**config.mk**
```make
export PLATFORM = sky130hd
export DESIGN_NAME = hatlca_ctrl
export DESIGN_NICKNAME = d
export VERILOG_FILES = /design/src/rtl/core/hatlca_pkg.sv /design/src/rtl/core/hatlca_ctrl.sv
export SDC_FILE = /design/constraint.sdc
export NUM_CORES = 1
export LEC_CHECK = 0
export ABC_CLOCK_PERIOD_IN_PS = 1300
export BUFFER_PORTS_ARGS = -buffer_cell sky130_fd_sc_hd__buf_2
export CAP_MARGIN = 20
export CORE_AREA = 2 2 39 41
export DETAILED_ROUTE_END_ITERATION = 7
export DIE_AREA = 0 0 41 43
export PLACE_DENSITY = 0.41
export SYNTH_ARGS = -nofsm -noshare
export SYNTH_HDL_FRONTEND = slang
export SYNTH_SLANG_ARGS = --single-unit
```
**constraint.sdc**
```tcl
create_clock -name clk -period 1.3 [get_ports clk]
set_clock_uncertainty 0.1 [all_clocks]
set_input_delay 0.195 -clock clk [delete_from_list [all_inputs] [get_ports clk]]
set_output_delay 0.195 -clock clk [all_outputs]
set_load 0.03 [all_outputs]
```
**src/rtl/core/hatlca_pkg.sv**
```systemverilog
// ============================================================================
// hatlca_pkg: shared types and constants for the tree ancestor search
// Holds the command and status bundles that join the controller and the
// datapath, together with the fixed field widths and the empty slot code.
// ============================================================================
package hatlca_pkg;

    localparam int VALUE_W   = 32;
    localparam int OUT_IDX_W = 7;

    localparam logic [VALUE_W-1:0] EMPTY_SLOT = 32'hFFFF_FFFF;

    typedef struct packed {
        logic load;
        logic start;
        logic rd_node;
        logic eval;
        logic fetch;
        logic out_load;
    } cmd_t;

    typedef struct packed {
        logic cursor_zero;
    } sts_t;

endpackage

```
**src/rtl/core/hatlca_ctrl.sv**
```systemverilog
// ============================================================================
// hatlca_ctrl: controller of the tree ancestor search
// Sequences loading, the bottom-up pass, the ancestor value fetch and the
// hand-over to the output register, and owns both handshakes.
// ============================================================================
module hatlca_ctrl (
    input  logic             clk,
    input  logic             rst_n,
    input  logic             in_valid,
    output logic             in_stall,
    input  logic             last,
    output logic             out_valid,
    input  logic             out_stall,
    output hatlca_pkg::cmd_t cmd,
    input  hatlca_pkg::sts_t sts
);

    localparam logic [2:0] S_LOAD  = 3'd0;
    localparam logic [2:0] S_READ  = 3'd1;
    localparam logic [2:0] S_EVAL  = 3'd2;
    localparam logic [2:0] S_FETCH = 3'd3;
    localparam logic [2:0] S_DONE  = 3'd4;

    logic [2:0] state_reg;
    logic [2:0] state_next;
    logic       out_valid_reg;
    logic       out_valid_next;
    logic       accept;
    logic       out_free;

    assign in_stall  = (state_reg != S_LOAD);
    assign accept    = in_valid && !in_stall;
    assign out_free  = !(out_valid_reg && out_stall);
    assign out_valid = out_valid_reg;

    always_comb
    begin
        cmd          = '0;
        cmd.load     = accept;
        cmd.start    = accept && last;
        cmd.rd_node  = (state_reg == S_READ);
        cmd.eval     = (state_reg == S_EVAL);
        cmd.fetch    = (state_reg == S_FETCH);
        cmd.out_load = (state_reg == S_DONE) && out_free;
    end

    always_comb
    begin
        state_next = state_reg;
        unique case (state_reg)
            S_LOAD:
            begin
                if (accept && last)
                begin
                    state_next = S_READ;
                end
            end
            S_READ:
            begin
                state_next = S_EVAL;
            end
            S_EVAL:
            begin
                state_next = sts.cursor_zero ? S_FETCH : S_READ;
            end
            S_FETCH:
            begin
                state_next = S_DONE;
            end
            S_DONE:
            begin
                if (out_free)
                begin
                    state_next = S_LOAD;
                end
            end
            default:
            begin
                state_next = S_LOAD;
            end
        endcase
    end

    always_comb
    begin
        out_valid_next = out_valid_reg;
        if (out_valid_reg && !out_stall)
        begin
            out_valid_next = 1'b0;
        end
        if (cmd.out_load)
        begin
            out_valid_next = 1'b1;
        end
    end

    always_ff @(posedge clk or negedge rst_n)
    begin
        if (!rst_n)
        begin
            state_reg     <= S_LOAD;
            out_valid_reg <= 1'b0;
        end
        else
        begin
            state_reg     <= state_next;
            out_valid_reg <= out_valid_next;
        end
    end

    // The final node of a tree always starts the pass.
    a_last_starts_pass: assert property (@(posedge clk) disable iff (!rst_n)
        accept && last |=> state_reg == S_READ)
        else $error("last beat did not start the pass");

    // Every node but the root is followed by a read of the next lower node.
    a_pass_continues: assert property (@(posedge clk) disable iff (!rst_n)
        state_reg == S_EVAL && !sts.cursor_zero |=> state_reg == S_READ)
        else $error("pass ended before the root");

    // A finished result waits while the previous one is still held.
    a_done_holds: assert property (@(posedge clk) disable iff (!rst_n)
        state_reg == S_DONE && out_valid_reg && out_stall |=> state_reg == S_DONE)
        else $error("result overwrote a stalled beat");

    // A result only appears at the end of a search.
    a_result_source: assert property (@(posedge clk) disable iff (!rst_n)
        $rose(out_valid_reg) |-> $past(state_reg) == S_DONE)
        else $error("result raised outside the done state");

endmodule

```
Word-level counts from Yosys, hierarchy flattened

Index checks and enable logic that the tools add are counted.

Register bits after elaboration: 4
Bits in latches: 0
Memory bits (writable): 0
Memory bits (read-only): 0
Input port bits: 6
Output and inout bits: 8
Logic and storage cells: 26
Memories: 0

$add $sub $neg: 0
Multiply operators: 0
Divide/modulo/power cells: 0
Magnitude comparators: 0
Eq/ne operators: 6
Shifts and indexed selects: 0
Mux-type cells: 6
Bitwise logic cells: 0
Reductions and logical operators: 12

Operators with widths:

| cell                                                                   | number |
|---|---|
| 3-bit case mux with 5 select lines                                     | 1 |
| 3-bit by 2-bit equality test with 1-bit output (second input constant) | 2 |
| 3-bit 2-to-1 mux                                                       | 2 |
| 1-bit logical AND                                                      | 5 |
| 2-bit != test (second input constant)                                  | 2 |
| 3-bit by 1-bit equality test with 1-bit output (second input constant) | 1 |
| 3-bit equality test (second input constant)                            | 1 |
| 1-bit logical NOT                                                      | 3 |
| 3-bit logical NOT                                                      | 1 |
| 3-bit nonzero test                                                     | 1 |
| 1-bit 2-to-1 mux                                                       | 2 |
| 2-bit 2-to-1 mux                                                       | 1 |
| 2-bit AND reduction                                                    | 1 |
| 2-bit nonzero test                                                     | 1 |

Depth between registers and ports, before layout

Word-level depth: 6
Gate-level depth with buffers: 3
Depth with buffers taken out: 2

Worst setup path before layout

Ideal clock, no wire load.

Path kind: register to output
Start: register state_reg[1]
End: output cmd[4] (netlist bit)
Arrival time: 1.414 ns
Required time: 1.005 ns
Path slack: -0.409 ns
Cell stages (with the launch flop): 3
Path buffers: 0
Cell sequence: dfrtp_1 -> or3_1 -> nor2_1

RTL lines:

| what                     | RTL line           | text |
|---|---|---|
| start: declaration       | hatlca_ctrl.sv:24  | `logic [2:0] state_reg;` |
| start signal: assignment | hatlca_ctrl.sv:106 | `state_reg <= state_next;` |
| end: declaration         | hatlca_ctrl.sv:14  | `output hatlca_pkg::cmd_t cmd,` |

==> results.ini <==
[outcome]
outcome=finished, violations left
violations=setup timing

[pwr]
total_leakage_power_nw=0.219
vdd_drop_max_v=0.000567
p_per_area_mw_per_mm2=2490

[clock_tree]
cts_tree=yes
cts-buffers-inserted=3
htreeDepth=1
clk_path_buf_depth=2
clock_sinks=4
root_buffer=clkbuf_4
clkSlewWorstSetupHoldPaths_ns=0.04
clk_latency_ns=0.23

[timing]
hold_viol=0
drv_slew=0
min_period_ns=1.58
setup_ws_ns=-0.277
fin_crit_sh=1.21
rsz0062_at_grt=true
setup_viol=8
setup-tns-final_ns=-1.44
finalHoldWorstSlack_ns=0.136
slew-limit-headroom=0.896
clock.fmax_mhz=634
worst_pin_slew_ns=0.155

[detailed_routing]
drt_iter0_drc=3
drc_errors=0
totalWireLength_um=522
vias=237
wl_per_cell_um=8.70
via_per_inst=3.95
drtAntennaViolNets=0
drtPass1Iterations=3

[worst_setup_path]
cp.depth=3
critical-path-top-delay-family=simple AND/OR/NAND/NOR gates
required_ns=1.00
cp_slowest_cell=or3b_4
cp_num_buf_inv=1
path_class=flop to primary output
worst_r2r_path_depth=4
end_kind=primary output
worst-path-max-fanout=3
crit_arrival_ns=1.28
path_cells=or3b_4 > a21oi_4 > buf_6
crit_path_start_kind=flop
cpPeakStageDelay_ns=0.41

[cells_and_area]
finalInstanceArea_um2=442
instances_no_fill=60
area_growth_syn_to_layout_pct=99.4
drive_gt1_frac=0.659
n_antenna_cell=0
largest_reg_flops=3
final_nets=52

[global_routing]
grt_overflow=0
grt_pass1_vias=235
grt_max_degree=6
track_usage=0.0707
grt_antenna_before_repair=0
grt_first_pass_wirelength_um=765

[die]
row_count=14
core_mm2=0.00138
start_util=0.160
fp.dieH_um=43
ios=14
design.die.area_mm2=0.00176
fp.dieW_um=41

[placed_design]
place.gp.congestion=0.645
dp_cells=55
pre_cts_ws_ns=-0.0886
place_area_um2=332
port_buffers=13
dp_hpwl_um=405

[synth]
yosysTopAreaCellShare=0.452
synth.ff_latch_count=4
ys_types=14
yosysTopAreaCell=dfrtp_1
synthesis.nets=31
synth_area_um2=221
synthCells=25
synth_area_leaders=dfrtp_1, buf_4, a21oi_1
yosysSeqAreaShare=0.452
postSynthAreaPerCell_um2=8.86
yosys_warnings=0

[worst_hold_path]
worst_hold_path_type=primary input to flop
holdPathStages=3

[job]
maxCapViolations=0

## final cells by class
| type | instances | area [um^2] |
|---|---|---|
| timing repair buffer | 19 | 153 |
| sequential | 4 | 100 |
| clock buffer | 3 | 22.5 |
| multi-input combinational | 17 | 143 |
| inverter | 1 | 3.75 |
| tap | 16 | 20.0 |
| fill | 154 | 942 |
## layout by cell type (no fill, tap or decap), drive strengths merged
cell / instances
nor2: 3
nor3: 1
dlygate4sd3: 1
nand2: 3
buf: 18
or3b: 1
nand3b: 1
clkbuf: 3
nor3b: 1
or3: 1
a21oi: 3
dfrtp: 4
inv: 1
o21bai: 1
and3b: 1
nand2b: 1
## stage by stage
stage	power [mW]	util
after floorplan	0.625	-
after global placement	0.786	0.240
after detailed placement	0.781	0.240
after CTS	1.07	0.298
after global routing	1.17	0.319
final	1.10	0.319
## cells in the mapped netlist
cell type / number
dfrtp_1: 4
a21oi_1: 3
buf_4: 3
nand2_1: 3
nor2_1: 3
and3b_1: 1
inv_1: 1
nand2b_1: 1
nand3b_1: 1
nor3_1: 1
nor3b_1: 1
o21bai_1: 1
or3_1: 1
or3b_1: 1
## per-layer routing
metal  share of wire  vias to the layer above  track usage
met4               0                        0       0.0800
met2            0.57                        9        0.113
met1            0.35                      108       0.0525
li1                -                      120            -
met3           0.080                        0       0.0314
met5               0                        -            0
## path summary, 6_finish.rpt
path | from | end | slack (ns)
max reg2reg | state_reg[1]$_DFFE_PN0P_ | state_reg[2]$_DFFE_PN0P_ | -0.04
min in group asynchronous | rst_n | state_reg[2]$_DFFE_PN0P_ | 0.20
max | state_reg[1]$_DFFE_PN0P_ | cmd[0] | -0.28
max in group asynchronous | rst_n | state_reg[1]$_DFFE_PN0P_ | 0.78
min | sts | state_reg[1]$_DFFE_PN0P_ | 0.14
min reg2reg | state_reg[2]$_DFFE_PN0P_ | state_reg[1]$_DFFE_PN0P_ | 0.47
## where the power goes
part           switching [mW]  internal, mW  total [mW]
clock                  0.0482         0.103       0.151
combinational           0.396         0.342       0.739
sequential             0.0392         0.173       0.212
## cells by family (layout without fill, tap and decap cells)
logic type / Yosys count / in the layout / synth area share
buffers and inverters: 4 / 23 / 0.119
AO/OA/AOI/OAI: 4 / 4 / 0.102
AND/OR/NAND/NOR: 13 / 13 / 0.328
flip-flops: 4 / 4 / 0.452
## timing repair
item	CTS	global route
pin swaps	3	3
hold endpoints to repair	4	0
setup buffers	2	0
gates resized for setup	13	7
hold buffers	1	0
setup endpoints to repair	7	8
## worst reg2reg max path, cell delays in order, from the launching register on
cell and delay [ns]:
dfrtp_1 0.38, or3b_4 0.41, buf_4 0.14, buf_4 0.12, o21bai_1 0.11
(Power assumes the default switching activity.)
